### src/rtl/svtt_pkg.sv
`timescale 1ns / 1ps
// Shared types, widths and breakpoint tables for the sensor voltage to temperature unit.
package svtt_pkg;

    localparam int PT_CNT      = 19;
    localparam int SEG_CNT     = PT_CNT - 1;
    localparam int MV_W        = 13;
    localparam int SEG_W       = 5;
    localparam int TEMP_OUT_W  = 14;
    localparam int DEGF_W      = 10;
    localparam int DT_W        = 6;
    localparam int DEN_W       = 10;
    localparam int DIFF_W      = 10;
    localparam int PROD_W      = 14;
    localparam int RECIP_SHIFT = 22;
    localparam int RECIP_W     = 18;
    localparam int IN_DATA_W   = 16;
    localparam int OUT_DATA_W  = 24;

    typedef logic [MV_W-1:0]  t_mv;
    typedef logic [SEG_W-1:0] t_seg;

    typedef struct packed {
        t_seg k;
        logic clamped;
    } t_tag;

    typedef struct packed {
        t_mv  v;
        t_tag tag;
    } t_seg_item;

    localparam t_mv V_MIN_MV = 13'd120;
    localparam t_mv V_MAX_MV = 13'd4890;

    localparam t_mv BP_MV [PT_CNT] = '{
        13'd120,  13'd200,  13'd300,  13'd360,  13'd470,  13'd610,  13'd800,
        13'd1040, 13'd1350, 13'd1720, 13'd2160, 13'd2620, 13'd3060, 13'd3700,
        13'd3970, 13'd4420, 13'd4870, 13'd4890, 13'd4910
    };

    localparam logic signed [DEGF_W-1:0] BP_DEGF [PT_CNT] = '{
        10'sd302, 10'sd267, 10'sd250, 10'sd230, 10'sd212, 10'sd194, 10'sd176,
        10'sd158, 10'sd140, 10'sd122, 10'sd104, 10'sd86,  10'sd68,  10'sd50,
        10'sd32,  10'sd14,  -10'sd4,  -10'sd22, -10'sd40
    };

    // temperature drop across each segment
    localparam logic [DT_W-1:0] SEG_DT [SEG_CNT] = '{
        6'd35, 6'd17, 6'd20, 6'd18, 6'd18, 6'd18, 6'd18, 6'd18, 6'd18,
        6'd18, 6'd18, 6'd18, 6'd18, 6'd18, 6'd18, 6'd18, 6'd18, 6'd18
    };

    // voltage width of each segment
    localparam logic [DEN_W-1:0] SEG_DEN [SEG_CNT] = '{
        10'd80,  10'd100, 10'd60,  10'd110, 10'd140, 10'd190, 10'd240, 10'd310, 10'd370,
        10'd440, 10'd460, 10'd440, 10'd640, 10'd270, 10'd450, 10'd450, 10'd20,  10'd20
    };

    // floor(2^RECIP_SHIFT / width); quotient estimate is low by at most one
    localparam logic [RECIP_W-1:0] SEG_RECIP [SEG_CNT] = '{
        RECIP_W'((2**RECIP_SHIFT) / 80),  RECIP_W'((2**RECIP_SHIFT) / 100),
        RECIP_W'((2**RECIP_SHIFT) / 60),  RECIP_W'((2**RECIP_SHIFT) / 110),
        RECIP_W'((2**RECIP_SHIFT) / 140), RECIP_W'((2**RECIP_SHIFT) / 190),
        RECIP_W'((2**RECIP_SHIFT) / 240), RECIP_W'((2**RECIP_SHIFT) / 310),
        RECIP_W'((2**RECIP_SHIFT) / 370), RECIP_W'((2**RECIP_SHIFT) / 440),
        RECIP_W'((2**RECIP_SHIFT) / 460), RECIP_W'((2**RECIP_SHIFT) / 440),
        RECIP_W'((2**RECIP_SHIFT) / 640), RECIP_W'((2**RECIP_SHIFT) / 270),
        RECIP_W'((2**RECIP_SHIFT) / 450), RECIP_W'((2**RECIP_SHIFT) / 450),
        RECIP_W'((2**RECIP_SHIFT) / 20),  RECIP_W'((2**RECIP_SHIFT) / 20)
    };

endpackage

### src/rtl/sensor_voltage_to_temperature_unit.sv
`timescale 1ns / 1ps
// Top level: coolant sensor voltage to temperature, piecewise linear interpolation.
//
// Input stream (s_axis): one sensor voltage in millivolts per request, tdata[12:0].
// The voltage is clamped to 120..4890 mV and interpolated over a fixed 19-point
// table. Output stream (m_axis): one result per request, in request order:
// tdata[13:0] temperature in 1/2^FRAC_BITS degree F (two's complement),
// tdata[18:14] segment used, tuser set when the input was clamped.
//
// Five register stages: clamp and segment search, numerator product, reciprocal
// multiply, remainder correction, temperature assembly. A result is presented
// from the last of them; one request per cycle is taken when the output side
// keeps up. Every stage takes one item per cycle, so only the receiver limits
// throughput.
// Each stage holds its item while the next one is full, so a stalled receiver
// back-pressures stage by stage; empty stages still fill, nothing is dropped.
// Reset (synchronous, active low) empties the pipeline; there is no other state.
module sensor_voltage_to_temperature_unit #(
    parameter int FRAC_BITS = 4
) (
    input  logic                              i_clk,
    input  logic                              i_rst_n,
    input  logic                              i_s_axis_tvalid,
    output logic                              o_s_axis_tready,
    // [12:0] sensor_millivolts, [15:13] zero
    input  logic [svtt_pkg::IN_DATA_W-1:0]    i_s_axis_tdata,
    output logic                              o_m_axis_tvalid,
    input  logic                              i_m_axis_tready,
    // [13:0] temperature_sixteenths, [18:14] segment_index, [23:19] zero
    output logic [svtt_pkg::OUT_DATA_W-1:0]   o_m_axis_tdata,
    // [0] input_clamped
    output logic                              o_m_axis_tuser
);
    import svtt_pkg::*;

    localparam int Q_W    = DT_W + FRAC_BITS;
    localparam int TEMP_W = (DEGF_W + FRAC_BITS > TEMP_OUT_W) ?
                            (DEGF_W + FRAC_BITS) : TEMP_OUT_W;

    logic            w_seg_valid, w_seg_ready;
    t_seg_item       w_seg_item;
    logic            w_q_valid, w_q_ready;
    logic [Q_W-1:0]  w_q;
    t_tag            w_q_tag;

    logic                   r_e_valid;
    logic [TEMP_OUT_W-1:0]  r_e_temp;
    t_tag                   r_e_tag;
    logic [TEMP_W-1:0]      n_e_base;
    logic [TEMP_W-1:0]      n_e_temp;

    svtt_seg u_seg (
        .i_clk   (i_clk),
        .i_rst_n (i_rst_n),
        .i_valid (i_s_axis_tvalid),
        .i_mv    (i_s_axis_tdata[MV_W-1:0]),
        .o_ready (o_s_axis_tready),
        .o_valid (w_seg_valid),
        .o_item  (w_seg_item),
        .i_ready (w_seg_ready)
    );

    svtt_quot #(
        .FRAC_BITS (FRAC_BITS)
    ) u_quot (
        .i_clk   (i_clk),
        .i_rst_n (i_rst_n),
        .i_valid (w_seg_valid),
        .i_item  (w_seg_item),
        .o_ready (w_seg_ready),
        .o_valid (w_q_valid),
        .o_q     (w_q),
        .o_tag   (w_q_tag),
        .i_ready (w_q_ready)
    );

    assign w_q_ready = !r_e_valid || i_m_axis_tready;

    always_comb begin
        n_e_base = TEMP_W'(BP_DEGF[w_q_tag.k]);
        n_e_temp = (n_e_base << FRAC_BITS) - TEMP_W'(w_q);
    end

    always_ff @(posedge i_clk) begin
        if (!i_rst_n) begin
            r_e_valid <= 1'b0;
        end else if (w_q_ready) begin
            r_e_valid <= w_q_valid;
        end
    end

    always_ff @(posedge i_clk) begin
        if (w_q_valid && w_q_ready) begin
            r_e_temp <= n_e_temp[TEMP_OUT_W-1:0];
            r_e_tag  <= w_q_tag;
        end
    end

    assign o_m_axis_tvalid = r_e_valid;
    assign o_m_axis_tdata  = {(OUT_DATA_W - TEMP_OUT_W - SEG_W)'(0), r_e_tag.k, r_e_temp};
    assign o_m_axis_tuser  = r_e_tag.clamped;

endmodule

### src/rtl/svtt_seg.sv
`timescale 1ns / 1ps
// Input stage: clamps the voltage and selects the table segment.
module svtt_seg (
    input  logic                  i_clk,
    input  logic                  i_rst_n,
    input  logic                  i_valid,
    input  svtt_pkg::t_mv         i_mv,
    output logic                  o_ready,
    output logic                  o_valid,
    output svtt_pkg::t_seg_item   o_item,
    input  logic                  i_ready
);
    import svtt_pkg::*;

    logic      r_valid;
    t_seg_item r_item;
    t_seg_item n_item;

    always_comb begin
        n_item.v           = i_mv;
        n_item.tag.clamped = 1'b0;
        if (i_mv < V_MIN_MV) begin
            n_item.v           = V_MIN_MV;
            n_item.tag.clamped = 1'b1;
        end else if (i_mv > V_MAX_MV) begin
            n_item.v           = V_MAX_MV;
            n_item.tag.clamped = 1'b1;
        end
        n_item.tag.k = SEG_W'(SEG_CNT - 1);
        for (int s = SEG_CNT - 2; s >= 0; s--) begin
            if (n_item.v <= BP_MV[s+1]) begin
                n_item.tag.k = SEG_W'(s);
            end
        end
    end

    assign o_ready = !r_valid || i_ready;
    assign o_valid = r_valid;
    assign o_item  = r_item;

    always_ff @(posedge i_clk) begin
        if (!i_rst_n) begin
            r_valid <= 1'b0;
        end else if (o_ready) begin
            r_valid <= i_valid;
        end
    end

    always_ff @(posedge i_clk) begin
        if (i_valid && o_ready) begin
            r_item <= n_item;
        end
    end

endmodule

### src/rtl/svtt_quot.sv
`timescale 1ns / 1ps
// Interpolation quotient: numerator product, reciprocal multiply, remainder correction.
module svtt_quot #(
    parameter int FRAC_BITS = 4
) (
    input  logic                       i_clk,
    input  logic                       i_rst_n,
    input  logic                       i_valid,
    input  svtt_pkg::t_seg_item        i_item,
    output logic                       o_ready,
    output logic                       o_valid,
    output logic [svtt_pkg::DT_W+FRAC_BITS-1:0] o_q,
    output svtt_pkg::t_tag             o_tag,
    input  logic                       i_ready
);
    import svtt_pkg::*;

    localparam int N_W   = PROD_W + FRAC_BITS;
    localparam int Q_W   = DT_W + FRAC_BITS;
    localparam int MUL_W = N_W + RECIP_W;

    logic w_rdy_b, w_rdy_c, w_rdy_d;

    // stage B
    logic                     r_b_valid;
    logic [PROD_W-1:0]        r_b_n;
    t_tag                     r_b_tag;
    logic [DIFF_W-1:0]        n_b_diff;
    logic [DIFF_W+DT_W-1:0]   n_b_full;

    // stage C
    logic                     r_c_valid;
    logic [N_W-1:0]           r_c_num;
    logic [Q_W-1:0]           r_c_q0;
    t_tag                     r_c_tag;
    logic [N_W-1:0]           n_c_num;
    logic [MUL_W-1:0]         n_c_mul;

    // stage D
    logic                     r_d_valid;
    logic [Q_W-1:0]           r_d_q;
    t_tag                     r_d_tag;
    logic [Q_W+DEN_W-1:0]     n_d_full;
    logic [N_W-1:0]           n_d_rem;
    logic [Q_W-1:0]           n_d_q;

    assign w_rdy_d = !r_d_valid || i_ready;
    assign w_rdy_c = !r_c_valid || w_rdy_d;
    assign w_rdy_b = !r_b_valid || w_rdy_c;
    assign o_ready = w_rdy_b;

    always_comb begin
        n_b_diff = DIFF_W'(i_item.v - BP_MV[i_item.tag.k]);
        n_b_full = n_b_diff * SEG_DT[i_item.tag.k];
    end

    always_comb begin
        n_c_num = N_W'(r_b_n) << FRAC_BITS;
        n_c_mul = n_c_num * SEG_RECIP[r_b_tag.k];
    end

    always_comb begin
        n_d_full = r_c_q0 * SEG_DEN[r_c_tag.k];
        n_d_rem  = r_c_num - n_d_full[N_W-1:0];
        if (n_d_rem >= N_W'(SEG_DEN[r_c_tag.k])) begin
            n_d_q = r_c_q0 + Q_W'(1);
        end else begin
            n_d_q = r_c_q0;
        end
    end

    always_ff @(posedge i_clk) begin
        if (!i_rst_n) begin
            r_b_valid <= 1'b0;
            r_c_valid <= 1'b0;
            r_d_valid <= 1'b0;
        end else begin
            if (w_rdy_b) begin
                r_b_valid <= i_valid;
            end
            if (w_rdy_c) begin
                r_c_valid <= r_b_valid;
            end
            if (w_rdy_d) begin
                r_d_valid <= r_c_valid;
            end
        end
    end

    always_ff @(posedge i_clk) begin
        if (i_valid && w_rdy_b) begin
            r_b_n   <= n_b_full[PROD_W-1:0];
            r_b_tag <= i_item.tag;
        end
        if (r_b_valid && w_rdy_c) begin
            r_c_num <= n_c_num;
            r_c_q0  <= n_c_mul[RECIP_SHIFT +: Q_W];
            r_c_tag <= r_b_tag;
        end
        if (r_c_valid && w_rdy_d) begin
            r_d_q   <= n_d_q;
            r_d_tag <= r_c_tag;
        end
    end

    assign o_valid = r_d_valid;
    assign o_q     = r_d_q;
    assign o_tag   = r_d_tag;

endmodule
### config.mk
export PLATFORM = sky130hd
export DESIGN_NAME = sensor_voltage_to_temperature_unit
export DESIGN_NICKNAME = d
export VERILOG_FILES = /design/src/rtl/svtt_pkg.sv /design/src/rtl/sensor_voltage_to_temperature_unit.sv /design/src/rtl/svtt_seg.sv /design/src/rtl/svtt_quot.sv
export SDC_FILE = /design/constraint.sdc
export NUM_CORES = 1
export LEC_CHECK = 0
export BUFFER_PORTS_ARGS = -buffer_cell sky130_fd_sc_hd__buf_2
export CORE_MARGIN = 1.5
export CORE_UTILIZATION = 50
export CTS_CLUSTER_DIAMETER = 100
export DETAILED_ROUTE_END_ITERATION = 12
export GPL_TIMING_DRIVEN = 0
export HOLD_SLACK_MARGIN = 0.03
export PLACE_DENSITY = 0.78
export SYNTH_ARGS = -nofsm -noshare
export SYNTH_HDL_FRONTEND = slang
export SYNTH_HIERARCHICAL = 1
export SYNTH_SLANG_ARGS = --single-unit
### constraint.sdc
create_clock -name i_clk -period 6.65 [get_ports i_clk]
set_input_delay 0.3325 -clock i_clk [delete_from_list [all_inputs] [get_ports i_clk]]
set_output_delay 0.3325 -clock i_clk [all_outputs]
set_load 0.02 [all_outputs]
==> flow_summary.json <==
{
  "cts_tree": "built",
  "pin_count": 47,
  "place.gp.congestion": 0.946,
  "avgRoutedWirePerCell_um": 19.4,
  "period_share": 1.10,
  "cts.sinks": 107,
  "root_buffer": "clkbuf_16",
  "critical-path-slowest-cell": "fa_1",
  "die_h_um": 196,
  "die-width_um": 196,
  "drc": 0,
  "fillers": 2779,
  "critPathLaunchType": "register",
  "grt_use_total": 0.274,
  "grt_pass1_wl_mm": 83.4,
  "cts_made_buffers": 9,
  "place_hpwl_mm": 36.1,
  "pre_cts_slack_ns": -1.73,
  "diodes": 0,
  "io_buffers": 34,
  "final_nets": 2725,
  "slew_viol_final": 0,
  "violations": "setup timing",
  "worstPathArrival_ns": 7.43,
  "path_clk_slew_ns": 0.08,
  "grt_max_degree": 30,
  "overflow": 0,
  "dieArea_sq_um": 38400,
  "post_synth.cell_area_avg_sq_um": 9.08,
  "path_max_fanout": 10,
  "crit_end": "u_quot/r_c_q0[6]",
  "grt_setup_unrepaired": "yes",
  "vias": 15700,
  "holdPathStages": 3,
  "insertion_delay_ns": 0.36,
  "antenna_found_initial": 1,
  "min_period_ns": 7.29,
  "final-setup-viol-count": 20,
  "rr_startpoint": "u_quot/r_b_tag[1]",
  "startpoint": "u_quot/r_b_tag[1]",
  "r2r_cells": 28,
  "path_class": "register to register",
  "crit_path_frequent_cell": "fa_1",
  "max_cap_violations": 0,
  "hold_buffers": 0,
  "viasPerCell": 5.79,
  "tightest_slew_ns": 1.26,
  "cp.required_ns": 6.79,
  "drtIter0Drc": 1534,
  "rows": 70,
  "syn_area_sq_um": 18600,
  "drive_gt1_frac": 0.207,
  "status": "finished with violations",
  "skew_ns": 0.0128,
  "core_area_sq_um": 36600,
  "cts_buffer_depth": 2,
  "rr_endpoint": "u_quot/r_c_q0[6]",
  "r2r_slack_ns": -0.64,
  "critPathMaxStageDelay_ns": 0.57,
  "cts_max_level": 3,
  "ys_warn_count": 6,
  "fmax_mhz": 137,
  "synthesis.instances": 2048,
  "hold_class": "input pin to register",
  "routed_wl_mm": 52.7,
  "setup_ws_ns": -0.637,
  "hold_viol": 0,
  "syn_to_final_growth_pct": 20.2,
  "drtAntennaViolNets": 0,
  "end_kind": "register",
  "start_util": 0.508,
  "grt_pass1_vias": 16100,
  "relSlewSlack": 0.150,
  "dr.pass1.iters": 6
}
==> critical path: cells and delay by family (launching register included) <==
family,cells,cell delay (ns)
buffers and inverters,8,0.87
xor gates and xnor gates,1,0.33
DFF,1,0.50
AOI/OAI and AO/OA,4,0.65
adders and majority gates,8,3.60
and+or+nand+nor,7,1.11
==> cell usage in the layout, fill, tap and decap left out, drive strengths merged, types with 19 or more instances in the layout <==
master	n
ha	188
inv	371
o21ai	59
clkbuf	74
and2	146
a21oi	73
fa	273
xnor2	48
nand2	285
nand3	22
nor3	34
nor2	75
nand2b	19
nor2b	20
xor2	22
edfxtp	102
buf	212
==> layout make-up <==
class,instances,area [sq um],area share
repair buffers,187,1470,0.0658
flip-flops and latches,107,3160,0.142
well taps,468,586,0.0262
clock inverters,7,80.1,0.00358
multi-input cells,1481,14800,0.663
clock buffers,9,225,0.0101
plain buffers,90,616,0.0275
inverters,368,1380,0.0619
==> sequential cells by signal, indices dropped and copies added, names as in the netlist <==
register,flops
u_quot/r_c_valid,1
u_quot/r_b_tag,6
r_e_temp,14
u_quot/r_c_num,14
u_quot/r_b_n,14
u_quot/r_b_valid,1
u_quot/r_c_tag,6
u_quot/o_tag,6
o_m_axis_tdata,5
o_m_axis_tuser,1
u_seg/o_valid,1
u_quot/o_q,10
u_seg/o_item,16
u_quot/r_c_q0,10
u_quot/o_valid,1
o_m_axis_tvalid,1
==> per-layer routing <==
| layer | GRT usage | wire length [um] | up-vias |
|---|---|---|---|
| li1 | - | - | 6961 |
| met4 | 0.113 | 2880 | 2 |
| met1 | 0.352 | 20200 | 7699 |
| met3 | 0.0511 | 4690 | 244 |
| met5 | 0 | 14 | - |
| met2 | 0.455 | 24900 | 823 |
==> worst min path at each step <==
stage                        endpoint             from
detailed placement  u_quot/r_b_tag[0]  u_seg/o_item[0]
global placement    u_quot/r_b_tag[0]  u_seg/o_item[0]
global route           u_quot/o_valid          i_rst_n
floorplan              o_m_axis_tuser  u_quot/o_tag[0]
CTS                     u_seg/o_valid  i_s_axis_tvalid
finish                  u_seg/o_valid  i_s_axis_tvalid
==> stage by stage <==
step / instance area, sq um / instances / hold slack, ns / util / setup TNS (ns)
2_1_floorplan: 18700 / 2052 / 0.400 / - / -0.00515
3_3_place_gp: 19400 / 2554 / 0.404 / 0.531 / -20.38
3_5_place_dp: 19500 / 2556 / 0.406 / 0.533 / -22.11
4_1_cts: 21600 / 2679 / 0.207 / 0.591 / -2.80
5_1_grt: 22400 / 2717 / 0.235 / 0.611 / -9.35
6_report: 22400 / 2717 / 0.217 / 0.611 / -5.21
==> timing repair <==
item	in CTS	in global routing
gates resized for setup	231	113
pin swaps	141	93
setup endpoints to repair	20	24
cloned	3	1
buffers inserted	109	41
Power is not shown: default switching activity piles up to over one toggle a cycle in this logic, so the estimate is an artifact.
